$ cat src/design/mjd_date_converter_assert.svh
// assertion macros used by the mjd converter pipeline control
`ifndef MJD_DATE_CONVERTER_ASSERT_SVH
`define MJD_DATE_CONVERTER_ASSERT_SVH

// antecedent implies consequent in the same cycle
`define MJD_ASSERT_SAME(name, ante, cons) \
    name: assert property (@(posedge clk) disable iff (!rst_n) (ante) |-> (cons)) \
        else $error("mjd converter check failed");

// antecedent implies consequent in the next cycle
`define MJD_ASSERT_NEXT(name, ante, cons) \
    name: assert property (@(posedge clk) disable iff (!rst_n) (ante) |=> (cons)) \
        else $error("mjd converter check failed");

`endif

$ cat src/design/mjd_pkg.sv
// types, constants and the month term table of the mjd converter
package mjd_pkg;

    localparam int NUM_STAGES = 8;

    typedef enum logic [1:0] {
        OP_MJD  = 2'd0,
        OP_ENC  = 2'd1,
        OP_DAYS = 2'd2,
        OP_NONE = 2'd3
    } op_t;

    localparam logic [15:0] MJD_WRAP_LIMIT = 16'd15079;
    localparam logic [16:0] MJD_WRAP_ADD   = 17'h10000;
    localparam logic [16:0] MJD_EPOCH_2000 = 17'd51544;
    localparam logic [23:0] YEAR_NUM_BIAS  = 24'd1507820;
    localparam logic [39:0] YEAR_RECIP     = 40'd117589;
    localparam logic [23:0] YEAR_DIV       = 24'd36525;
    localparam logic [17:0] DAY_BASE       = 18'd14956;
    localparam logic [23:0] MONTH_SCALE    = 24'd10000;
    localparam logic [23:0] MONTH_BIAS     = 24'd1000;
    localparam logic [37:0] MONTH_RECIP    = 38'd14035;
    localparam logic [24:0] MONTH_DIV      = 25'd306001;
    localparam logic [15:0] YTERM_MINUS1   = 16'hFE93;
    localparam logic [11:0] YEAR_BASE      = 12'd1900;

    // shared per-item fields carried along the pipe
    typedef struct packed {
        op_t         op;
        logic [2:0]  wd;
        logic [15:0] enc;
    } side_t;

    typedef struct packed {
        side_t       side;
        logic [16:0] u;
        logic [22:0] n1;
    } front_t;

    typedef struct packed {
        side_t       side;
        logic [16:0] u;
        logic [7:0]  y;
    } yr_t;

    typedef struct packed {
        side_t       side;
        logic [7:0]  y;
        logic [9:0]  w;
        logic [3:0]  m;
    } md_t;

    // floor(x * 30.6001)
    function automatic logic [8:0] month_term(input logic [4:0] x);
        logic [8:0] t;
        unique case (x)
            5'd0:    t = 9'd0;
            5'd1:    t = 9'd30;
            5'd2:    t = 9'd61;
            5'd3:    t = 9'd91;
            5'd4:    t = 9'd122;
            5'd5:    t = 9'd153;
            5'd6:    t = 9'd183;
            5'd7:    t = 9'd214;
            5'd8:    t = 9'd244;
            5'd9:    t = 9'd275;
            5'd10:   t = 9'd306;
            5'd11:   t = 9'd336;
            5'd12:   t = 9'd367;
            5'd13:   t = 9'd397;
            5'd14:   t = 9'd428;
            5'd15:   t = 9'd459;
            5'd16:   t = 9'd489;
            default: t = 9'd0;
        endcase
        return t;
    endfunction

endpackage

$ cat src/design/mjd_ifs.sv
// request and result channel interfaces of the mjd converter
interface mjd_req_if;
    logic        valid;
    logic        ready;
    logic [1:0]  op;
    logic [15:0] day_number;
    logic [7:0]  year_offset;
    logic [3:0]  month_in;
    logic [4:0]  day_in;

    modport source (output valid, op, day_number, year_offset, month_in, day_in,
                    input ready);
    modport sink   (input valid, op, day_number, year_offset, month_in, day_in,
                    output ready);
endinterface

interface mjd_rsp_if;
    logic        valid;
    logic        ready;
    logic [11:0] out_year;
    logic [3:0]  out_month;
    logic [4:0]  out_day;
    logic [2:0]  week_day;
    logic [15:0] out_day_number;

    modport source (output valid, out_year, out_month, out_day, week_day, out_day_number,
                    input ready);
    modport sink   (input valid, out_year, out_month, out_day, week_day, out_day_number,
                    output ready);
endinterface

$ cat src/design/mjd_pipe_ctrl.sv
// valid bits and per-stage advance of the mjd converter pipeline
`include "mjd_date_converter_assert.svh"

module mjd_pipe_ctrl (
    input  logic                          clk,
    input  logic                          rst_n,
    input  logic                          in_valid,
    output logic                          in_ready,
    output logic                          out_valid,
    input  logic                          out_ready,
    output logic [mjd_pkg::NUM_STAGES-1:0] adv
);
    import mjd_pkg::*;

    logic [NUM_STAGES-1:0] valid_reg;
    logic [NUM_STAGES-1:0] valid_next;
    logic                  in_xfer;
    logic                  out_xfer;
    int                    fill_count;

    // a stage moves on when it is empty or the one after it moves on
    always_comb
    begin
        adv[NUM_STAGES-1] = !valid_reg[NUM_STAGES-1] || out_ready;
        for (int i = NUM_STAGES - 2; i >= 0; i--)
        begin
            adv[i] = !valid_reg[i] || adv[i+1];
        end
    end

    always_comb
    begin
        valid_next[0] = adv[0] ? in_valid : valid_reg[0];
        for (int i = 1; i < NUM_STAGES; i++)
        begin
            valid_next[i] = adv[i] ? valid_reg[i-1] : valid_reg[i];
        end
    end

    always_ff @(posedge clk or negedge rst_n)
    begin
        if (!rst_n)
        begin
            valid_reg <= '0;
        end
        else
        begin
            valid_reg <= valid_next;
        end
    end

    assign in_ready   = adv[0];
    assign out_valid  = valid_reg[NUM_STAGES-1];
    assign in_xfer    = in_valid && in_ready;
    assign out_xfer   = out_valid && out_ready;
    assign fill_count = $countones(valid_reg);

    `MJD_ASSERT_SAME(a_full_when_blocked, !in_ready, (&valid_reg) && !out_ready)
    `MJD_ASSERT_NEXT(a_entry_lands, in_xfer, valid_reg[0])
    `MJD_ASSERT_NEXT(a_count_up, in_xfer && !out_xfer, fill_count == $past(fill_count) + 1)
    `MJD_ASSERT_NEXT(a_count_down, out_xfer && !in_xfer, fill_count + 1 == $past(fill_count))

endmodule

$ cat src/design/mjd_front.sv
// stage one: op decode, mjd wrap, year numerator and the date to mjd encode
module mjd_front (
    input  logic            clk,
    input  logic            adv,
    input  logic [1:0]      op,
    input  logic [15:0]     day_number,
    input  logic [7:0]      year_offset,
    input  logic [3:0]      month_in,
    input  logic [4:0]      day_in,
    output mjd_pkg::front_t stage
);
    import mjd_pkg::*;

    front_t      stage_reg;
    front_t      stage_next;
    op_t         op_c;
    logic [16:0] shifted;
    logic [15:0] mjd;
    logic [16:0] u;
    logic [23:0] n1_full;
    logic        lead;
    logic        neg_year;
    logic [7:0]  yt;
    logic [16:0] yterm_full;
    logic [15:0] yterm;
    logic [4:0]  midx;

    always_comb
    begin
        op_c    = op_t'(op);
        shifted = {1'b0, day_number} + MJD_EPOCH_2000;
        mjd     = (op_c == OP_DAYS) ? shifted[15:0] : day_number;
        // dates before 1900-03-01 are taken as wrapped
        u       = (mjd < MJD_WRAP_LIMIT) ? ({1'b0, mjd} + MJD_WRAP_ADD) : {1'b0, mjd};
        n1_full = 24'(u) * 24'd100 - YEAR_NUM_BIAS;

        // january and february count towards the previous year
        lead       = (month_in == 4'd1) || (month_in == 4'd2);
        neg_year   = (year_offset == 8'd0) && lead;
        yt         = year_offset - 8'(lead);
        yterm_full = 17'(yt) * 17'd365 + 17'(yt[7:2]);
        yterm      = neg_year ? YTERM_MINUS1 : yterm_full[15:0];
        midx       = 5'(month_in) + 5'd1 + (lead ? 5'd12 : 5'd0);

        stage_next.side.op  = op_c;
        stage_next.side.wd  = 3'd0;
        stage_next.side.enc = DAY_BASE[15:0] + 16'(day_in) + yterm + 16'(month_term(midx));
        stage_next.u        = u;
        stage_next.n1       = n1_full[22:0];
    end

    always_ff @(posedge clk)
    begin
        if (adv)
        begin
            stage_reg <= stage_next;
        end
    end

    assign stage = stage_reg;

endmodule

$ cat src/design/mjd_year_div.sv
// stages two and three: year quotient by reciprocal and correction, weekday
module mjd_year_div (
    input  logic            clk,
    input  logic [1:0]      adv,
    input  mjd_pkg::front_t front,
    output mjd_pkg::yr_t    stage
);
    import mjd_pkg::*;

    front_t      s2_reg;
    front_t      s2_next;
    logic [7:0]  q_reg;
    logic [7:0]  q_next;
    yr_t         stage_reg;
    yr_t         stage_next;
    logic [39:0] q_prod;
    logic [23:0] back_prod;
    logic [23:0] rem;

    // (v) mod 7 by folding octal digits, since 8 is 1 mod 7
    function automatic logic [2:0] mod7(input logic [16:0] v);
        logic [17:0] x;
        logic [5:0]  s1;
        logic [3:0]  s2;
        logic [2:0]  r;
        x  = {1'b0, v};
        s1 = 6'(x[2:0]) + 6'(x[5:3]) + 6'(x[8:6]) + 6'(x[11:9])
           + 6'(x[14:12]) + 6'(x[17:15]);
        s2 = 4'(s1[5:3]) + 4'(s1[2:0]);
        priority if (s2 >= 4'd14)
        begin
            r = 3'd0;
        end
        else if (s2 >= 4'd7)
        begin
            r = 3'(s2 - 4'd7);
        end
        else
        begin
            r = s2[2:0];
        end
        return r;
    endfunction

    always_comb
    begin
        q_prod          = 40'(front.n1) * YEAR_RECIP;
        q_next          = q_prod[39:32];
        s2_next         = front;
        // sunday is zero
        s2_next.side.wd = mod7(front.u + 17'd3);
    end

    always_ff @(posedge clk)
    begin
        if (adv[0])
        begin
            s2_reg <= s2_next;
            q_reg  <= q_next;
        end
    end

    // the estimate is low by at most one
    always_comb
    begin
        back_prod       = 24'(q_reg) * YEAR_DIV;
        rem             = 24'(s2_reg.n1) - back_prod;
        stage_next.side = s2_reg.side;
        stage_next.u    = s2_reg.u;
        stage_next.y    = q_reg + 8'(rem >= YEAR_DIV);
    end

    always_ff @(posedge clk)
    begin
        if (adv[1])
        begin
            stage_reg <= stage_next;
        end
    end

    assign stage = stage_reg;

endmodule

$ cat src/design/mjd_month_div.sv
// stages four to seven: day of year, month quotient by reciprocal and correction
module mjd_month_div (
    input  logic         clk,
    input  logic [3:0]   adv,
    input  mjd_pkg::yr_t yr,
    output mjd_pkg::md_t stage
);
    import mjd_pkg::*;

    md_t         s4_reg;
    md_t         s4_next;
    md_t         s5_reg;
    md_t         s5_next;
    logic [23:0] n2_reg;
    logic [23:0] n2_next;
    md_t         s6_reg;
    logic [23:0] n2_6_reg;
    logic [5:0]  q_reg;
    logic [5:0]  q_next;
    md_t         stage_reg;
    md_t         stage_next;
    logic [16:0] yterm;
    logic [17:0] w_full;
    logic [37:0] q_prod;
    logic [24:0] back_prod;
    logic [24:0] rem;
    logic [5:0]  m_full;

    // floor(y * 365.25) is 365y plus y/4 for a non-negative year
    always_comb
    begin
        yterm          = 17'(yr.y) * 17'd365 + 17'(yr.y[7:2]);
        w_full         = 18'(yr.u) - DAY_BASE - 18'(yterm);
        s4_next.side   = yr.side;
        s4_next.y      = yr.y;
        s4_next.w      = w_full[9:0];
        s4_next.m      = 4'd0;
    end

    always_ff @(posedge clk)
    begin
        if (adv[0])
        begin
            s4_reg <= s4_next;
        end
    end

    always_comb
    begin
        s5_next = s4_reg;
        n2_next = 24'(s4_reg.w) * MONTH_SCALE - MONTH_BIAS;
    end

    always_ff @(posedge clk)
    begin
        if (adv[1])
        begin
            s5_reg <= s5_next;
            n2_reg <= n2_next;
        end
    end

    always_comb
    begin
        q_prod = 38'(n2_reg) * MONTH_RECIP;
        q_next = q_prod[37:32];
    end

    always_ff @(posedge clk)
    begin
        if (adv[2])
        begin
            s6_reg   <= s5_reg;
            n2_6_reg <= n2_reg;
            q_reg    <= q_next;
        end
    end

    // the estimate is low by at most one
    always_comb
    begin
        back_prod    = 25'(q_reg) * MONTH_DIV;
        rem          = 25'(n2_6_reg) - back_prod;
        m_full       = q_reg + 6'(rem >= MONTH_DIV);
        stage_next   = s6_reg;
        stage_next.m = m_full[3:0];
    end

    always_ff @(posedge clk)
    begin
        if (adv[3])
        begin
            stage_reg <= stage_next;
        end
    end

    assign stage = stage_reg;

endmodule

$ cat src/design/mjd_date_converter.sv
// top level of the mjd date converter: pipeline control, stages and result register
//
// request channel: op selects the conversion. op 0 turns a 16-bit mjd into year,
// month, day and weekday; op 1 turns years since 1900, month and day into an
// mjd modulo 65536; op 2 adds the mjd of 2000-01-01 to a day count and then
// converts as op 0. an mjd below 15079 is read as wrapped past 65535.
// unused op code 3 gives a result with every field zero.
// result channel: one transfer per request, in request order. fields that do
// not belong to the chosen op read zero.
// path: a request goes through eight register stages (front, two for the year
// divide, four for day of year and the month divide, one result register) on
// its way to the result channel.
// throughput: one transfer per cycle while results are taken; each divide by a
// constant is a reciprocal multiply and a one-step correction in its own stage.
// stalls: a stage holds while the stage after it is full and held, so empty
// stages keep filling behind a stalled result; the request side drops ready
// only when all eight stages are full and the result is not taken.
// reset: clears every valid bit at once; nothing else needs clearing.
module mjd_date_converter (
    input  logic       clk,
    input  logic       rst_n,
    mjd_req_if.sink    request,
    mjd_rsp_if.source  result
);
    import mjd_pkg::*;

    logic [NUM_STAGES-1:0] adv;
    front_t                front;
    yr_t                   yr;
    md_t                   md;

    logic [11:0] out_year_reg;
    logic [11:0] out_year_next;
    logic [3:0]  out_month_reg;
    logic [3:0]  out_month_next;
    logic [4:0]  out_day_reg;
    logic [4:0]  out_day_next;
    logic [2:0]  week_day_reg;
    logic [2:0]  week_day_next;
    logic [15:0] out_day_number_reg;
    logic [15:0] out_day_number_next;

    logic        date_op;
    logic        late_month;
    logic [9:0]  day_full;
    logic [11:0] year_calc;
    logic [3:0]  month_calc;

    // handshake and stage advance
    mjd_pipe_ctrl u_ctrl (
        .clk       (clk),
        .rst_n     (rst_n),
        .in_valid  (request.valid),
        .in_ready  (request.ready),
        .out_valid (result.valid),
        .out_ready (result.ready),
        .adv       (adv)
    );

    mjd_front u_front (
        .clk         (clk),
        .adv         (adv[0]),
        .op          (request.op),
        .day_number  (request.day_number),
        .year_offset (request.year_offset),
        .month_in    (request.month_in),
        .day_in      (request.day_in),
        .stage       (front)
    );

    mjd_year_div u_year (
        .clk   (clk),
        .adv   (adv[2:1]),
        .front (front),
        .stage (yr)
    );

    mjd_month_div u_month (
        .clk   (clk),
        .adv   (adv[6:3]),
        .yr    (yr),
        .stage (md)
    );

    // months 14 and 15 of the march-based year are january and february
    always_comb
    begin
        date_op    = (md.side.op == OP_MJD) || (md.side.op == OP_DAYS);
        late_month = (md.m == 4'd14) || (md.m == 4'd15);
        day_full   = md.w - 10'(month_term({1'b0, md.m}));
        year_calc  = 12'(md.y) + 12'(late_month) + YEAR_BASE;
        month_calc = md.m - 4'd1 - (late_month ? 4'd12 : 4'd0);

        out_year_next       = date_op ? year_calc : 12'd0;
        out_month_next      = date_op ? month_calc : 4'd0;
        out_day_next        = date_op ? day_full[4:0] : 5'd0;
        week_day_next       = date_op ? md.side.wd : 3'd0;
        out_day_number_next = (md.side.op == OP_ENC) ? md.side.enc : 16'd0;
    end

    // result register, held while the receiver stalls
    always_ff @(posedge clk)
    begin
        if (adv[NUM_STAGES-1])
        begin
            out_year_reg       <= out_year_next;
            out_month_reg      <= out_month_next;
            out_day_reg        <= out_day_next;
            week_day_reg       <= week_day_next;
            out_day_number_reg <= out_day_number_next;
        end
    end

    assign result.out_year       = out_year_reg;
    assign result.out_month      = out_month_reg;
    assign result.out_day        = out_day_reg;
    assign result.week_day       = week_day_reg;
    assign result.out_day_number = out_day_number_reg;

endmodule
$ cat src/flat_wrapper.sv
// flat-port wrapper written by rule: the top's interface ports become plain ports
module mjd_date_converter_flat import mjd_pkg::*;
  (clk, rst_n, request_valid, request_op, request_day_number, request_year_offset, request_month_in, request_day_in, request_ready, result_valid, result_out_year, result_out_month, result_out_day, result_week_day, result_out_day_number, result_ready);
  mjd_req_if request_i ();
  mjd_rsp_if result_i ();
  input  logic clk;
  input  logic rst_n;
  input wire logic [$bits(request_i.valid)-1:0] request_valid;
  input wire logic [$bits(request_i.op)-1:0] request_op;
  input wire logic [$bits(request_i.day_number)-1:0] request_day_number;
  input wire logic [$bits(request_i.year_offset)-1:0] request_year_offset;
  input wire logic [$bits(request_i.month_in)-1:0] request_month_in;
  input wire logic [$bits(request_i.day_in)-1:0] request_day_in;
  output wire logic [$bits(request_i.ready)-1:0] request_ready;
  output wire logic [$bits(result_i.valid)-1:0] result_valid;
  output wire logic [$bits(result_i.out_year)-1:0] result_out_year;
  output wire logic [$bits(result_i.out_month)-1:0] result_out_month;
  output wire logic [$bits(result_i.out_day)-1:0] result_out_day;
  output wire logic [$bits(result_i.week_day)-1:0] result_week_day;
  output wire logic [$bits(result_i.out_day_number)-1:0] result_out_day_number;
  input wire logic [$bits(result_i.ready)-1:0] result_ready;
  assign request_i.valid = request_valid;
  assign request_i.op = request_op;
  assign request_i.day_number = request_day_number;
  assign request_i.year_offset = request_year_offset;
  assign request_i.month_in = request_month_in;
  assign request_i.day_in = request_day_in;
  assign request_ready = request_i.ready;
  assign result_valid = result_i.valid;
  assign result_out_year = result_i.out_year;
  assign result_out_month = result_i.out_month;
  assign result_out_day = result_i.out_day;
  assign result_week_day = result_i.week_day;
  assign result_out_day_number = result_i.out_day_number;
  assign result_i.ready = result_ready;
  mjd_date_converter u_core (.clk(clk), .rst_n(rst_n), .request(request_i), .result(result_i));
endmodule
$ cat config.mk
export PLATFORM = sky130hd
export DESIGN_NAME = mjd_date_converter_flat
export DESIGN_NICKNAME = d
export VERILOG_FILES = /design/src/design/mjd_pkg.sv /design/src/design/mjd_ifs.sv /design/src/design/mjd_pipe_ctrl.sv /design/src/design/mjd_front.sv /design/src/design/mjd_year_div.sv /design/src/design/mjd_month_div.sv /design/src/design/mjd_date_converter.sv /design/src/flat_wrapper.sv
export VERILOG_INCLUDE_DIRS = /design/src /design/src/design
export SDC_FILE = /design/constraint.sdc
export NUM_CORES = 2
export LEC_CHECK = 0
export BUFFER_PORTS_ARGS = -buffer_cell sky130_fd_sc_hd__buf_2
export CORE_ASPECT_RATIO = 1.25
export CORE_UTILIZATION = 25
export CTS_CLUSTER_DIAMETER = 40
export DETAILED_ROUTE_END_ITERATION = 8
export GPL_TIMING_DRIVEN = 1
export PLACE_DENSITY = 0.51
export SETUP_SLACK_MARGIN = 0.1
export SLEW_MARGIN = 10
export SYNTH_ARGS = -nofsm -noshare
export SYNTH_HDL_FRONTEND = slang
export SYNTH_HIERARCHICAL = 1
export SYNTH_SLANG_ARGS = --single-unit
$ cat constraint.sdc
create_clock -name clk -period 9.6 [get_ports clk]
set_input_delay 0.96 -clock clk [delete_from_list [all_inputs] [get_ports clk]]
set_output_delay 0.96 -clock clk [all_outputs]
set_load 0.005 [all_outputs]
### After elaboration in Yosys (flattened, before gate mapping)

Memory sizes are Yosys's and may differ from the RTL's. A register that Yosys moved wholly into a read port is not among the register bits.
Cells that the tools add are included.

* bits of input ports: 39
* memories: 2
* word-level logic and storage cells: 134
* output and inout port bits: 42
* flip-flop bits (word level): 406
* bits in read-only memories: 432

* muxes and demuxes: 7
* reductions and logical operators: 22
* equal/unequal tests: 7
* multipliers: 8
* add/sub/neg operators: 31
* order comparisons: 5

Memory list
* (no name shown): words 32, width 9, rd ports 1, clocked after memory_dff 0, wr ports 0, line mjd_pkg.sv:56 `unique case (x)`
* (no name shown): words 16, width 9, rd ports 1, clocked after memory_dff 1, wr ports 0, line mjd_pkg.sv:56

Operators by type and width (number)
* 23-bit by 17-bit multiplier with 40-bit output (second input constant): 1
* 24-bit by 14-bit multiplier with 38-bit output (second input constant): 1
* 16-bit 2-to-1 mux: 2
* 25-bit by 19-bit greater-or-equal comparator with 1-bit output (second input constant): 1
* 6-bit by 19-bit multiplier with 25-bit output (second input constant): 1
* 24-bit by 25-bit subtractor with 25-bit output: 1
* 24-bit by 16-bit greater-or-equal comparator with 1-bit output (second input constant): 1
* 8-bit by 16-bit multiplier with 24-bit output (second input constant): 1
* 23-bit by 24-bit subtractor with 24-bit output: 1
* 24-bit by 10-bit subtractor with 24-bit output (second input constant): 1
* 23-bit by 21-bit subtractor with 23-bit output (second input constant): 1
* 17-bit by 5-bit multiplier with 21-bit output (second input constant): 1
* 10-bit by 10-bit multiplier with 20-bit output (second input constant): 1
* 16-bit by 17-bit adder with 17-bit output (second input constant): 1
* 17-bit by 2-bit adder with 17-bit output (second input constant): 1
* 17-bit 2-to-1 mux: 1
* 15-bit by 16-bit adder with 16-bit output: 1
* 16-bit adder (second input constant): 1
* 16-bit by 6-bit adder with 16-bit output: 1
* 16-bit by 9-bit adder with 16-bit output: 1
* 16-bit by 14-bit less-than comparator with 1-bit output (second input constant): 1
* 8-bit by 9-bit multiplier with 16-bit output (second input constant): 1
* 14-bit by 5-bit adder with 15-bit output (first input constant): 1
* 12-bit by 11-bit adder with 12-bit output (second input constant): 1
* other kinds (33): 55

### Logic depth before layout (Yosys ltp)

* depth after elaboration: 9
* gate-level depth with buffers: 34
* depth with buffers taken out: 34

### Modules after synthesis

Netlist, hierarchy kept.

By module, submodules not included
* mjd_month_div: cells each 1369, area an instance 16903.7 um^2, sequential area each 6185.9 um^2, instances 1
* mjd_year_div: cells each 1331, area an instance 14920.6 um^2, sequential area each 3453.3 um^2, instances 1
* mjd_front: cells each 762, area an instance 7360.8 um^2, sequential area each 1681.6 um^2, instances 1
* mjd_date_converter: cells each 161, area an instance 1993.2 um^2, sequential area each 1201.2 um^2, instances 1
* mjd_pipe_ctrl: cells each 29, area an instance 346.6 um^2, sequential area each 200.2 um^2, instances 1

### Worst setup path before layout

OpenSTA, ideal clock, no wires.

* path type: in2reg
* start point: in request_month_in[0]
* end point: reg u_core.u_front.stage_reg (netlist bit u_core/u_front/stage[55]), data pin
* stages: 29
* buffers on the path: 0
* path slack: 1773 ps
* setup time: 268 ps
* arrival: 7560 ps
* required time: 9332 ps
* path through: inv_1 ha_1 nor2_1 nor3_1 ha_1 nand2_1 nor4_1 xor2_1 fa_1 ha_1 ha_1 inv_1 fa_1 inv_1 ha_1 inv_1 fa_1 and2_1 fa_1 inv_1 ha_1 ha_1 a21oi_1 o211ai_1 a31o_2 a21oi_1 nor2b_1 o41ai_1 xnor3_1

RTL lines
* start, declared: line flat_wrapper.sv:12 `input wire logic [$bits(request_i.month_in)-1:0] request_month_in;`
* end signal, assigned: line mjd_front.sv:56 `stage_reg <= stage_next;`
* end, declared: line mjd_front.sv:14 `front_t stage_reg;`

==> metrics.txt <==
Buffers on Ports 80; gpl congestion between 0.8 and 0.9; max_cap viols 0; CP Launch Type primary input; Req. time, crit path roughly 10 ns; fin cells a little under 6000; Clk Latency, worst-skew pair about 0.63 ns; global-route wire length before repair 132000 um; Syn Area/Cell 11.2 sq um; worst-path maximum fanout 10; RSZ-0062 raised after global routing no; CTS sink count 396; Setup Slack @ Placement 0.951 ns; Total Routing Usage GR 0.0983; WL/cell approximately 13 um; H-tree depth 2; max reg flops 56; ANT cells 0; postcts setup bufs 0; Post-Route WL roughly 79000 um; period utilisation layout 0.834; # IOs 81; total CTS buffers 57; DIE HEIGHT 453 um; initial core utilization 0.251; status finished clean; Setup Crit Path Kind in -> reg; via count between 20000 and 25000; post-route worst setup slack about 1.6 ns; HPWL after DPL 66200 um; skew final 0.0390 ns; largest stage delay on the critical path 0.53 ns; DRT iter0 DRCs between 800 and 900; commonest non-fill, non-tap cell in the layout inv_1; cts repair resizes 0; Final Net Count 4936; hold crit path type in -> async; number of core rows 165; via/cell ratio just over 4; Synth Warn # 6; CORE AREA 162000 sq um; CP max stage cell fa_1; fill count around 17000; Crit. End Element flop; Worst slew margin 0.257; Die ar. between 150000 and 200000 sq um; Max Clk Rate roughly 120 MHz; drt first pass iters 5; die width about 360 um; worst slew pin tran 1.09 ns; vias in the first global route 26569; Cells after Synth approximately 3600; GRT overflow 0; initial antenna violation count 0; Clock Tree Root clkbuf_16; DP Cell Count between 5000 and 6000; Antenna Nets Post-Route 0; maximum clock path buffer count 3; setup_tns 0 ns; pin count of the biggest net entering global routing 63; Max Transition Viols Final 0; share of cells above drive strength 1 0.0654; most frequent cells in the layout 850 x inv_1, 713 x ha_1, 443 x fa_1, 388 x edfxtp_1, 124 x xnor2_1; clock transition at the registers of the reported paths roughly 0.060 ns; Final Setup Violations 0; TritonCTS clock tree built; Cell Area, Synth between 40000 and 50000 sq um; Critical Path AT roughly 8.4 ns; WHS between 0.15 and 0.2 ns; # DRC 0; Hold Fails Final Rpt 0; Syn-to-layout area delta 12.6%; post-cts hold buffer count 0; minimum clock period after layout roughly 8.0 ns; most used cell along the critical path ha_1
-- area by class of cell --
cell class | count | area (sq um) | area share
tap | 2171 | 2720 | 0.0594
clock inverter | 49 | 602 | 0.0132
multi-input combinational | 2347 | 25500 | 0.557
inverter | 851 | 3190 | 0.0698
sequential | 396 | 11900 | 0.259
clock buffer | 59 | 1460 | 0.0318
timing repair buffer | 88 | 460 | 0.0101
-- worst max-delay path: cells and delay by family --
kind            cells  cell delay (ns)
simple gates        6             0.83
compound gates      5             1.32
fa+ha+maj          11             3.72
xor+xnor            2             0.85
buf+inv             7             0.67
-- per-stage QoR --
stage          utilization  cell area, sq um
2_1_floorplan            -             40600
3_3_place_gp         0.270             43700
3_5_place_dp         0.270             43700
4_1_cts              0.283             45800
5_1_grt              0.283             45800
6_report             0.283             45800
-- worst paths after layout --
| path | from | end | slack [ns] | depth (start not counted) |
|---|---|---|---|---|
| setup / recovery | request_month_in[0] | u_core/u_front/stage[55] | 1.60 | 31 |
| hold / removal | rst_n | u_core/u_ctrl/valid_reg[7] | 0.19 | 1 |
| setup reg to reg | u_core/u_month/n2_reg[10] | u_core/u_month/q_reg[5] | 2.93 | 18 |
| hold reg to reg | u_core/u_month/s5_reg[17] | u_core/u_month/s6_reg[17] | 0.39 | 0 |
| max in group asynchronous | rst_n | u_core/u_ctrl/valid_reg[3] | 9.24 | 1 |
| min in group clk | u_core/u_month/s5_reg[17] | u_core/u_month/s6_reg[17] | 0.39 | 0 |
-- layer usage --
layer	wire length [um]	GRT usage	vias to the layer above
met5	0	0	-
met4	1650	0.0253	0
met3	1370	0.00910	90
met2	42700	0.190	175
met1	33100	0.114	12154
li1	-	-	12338
Power is not shown: default switching activity piles up to over one toggle a cycle in this logic, so the estimate is an artifact.
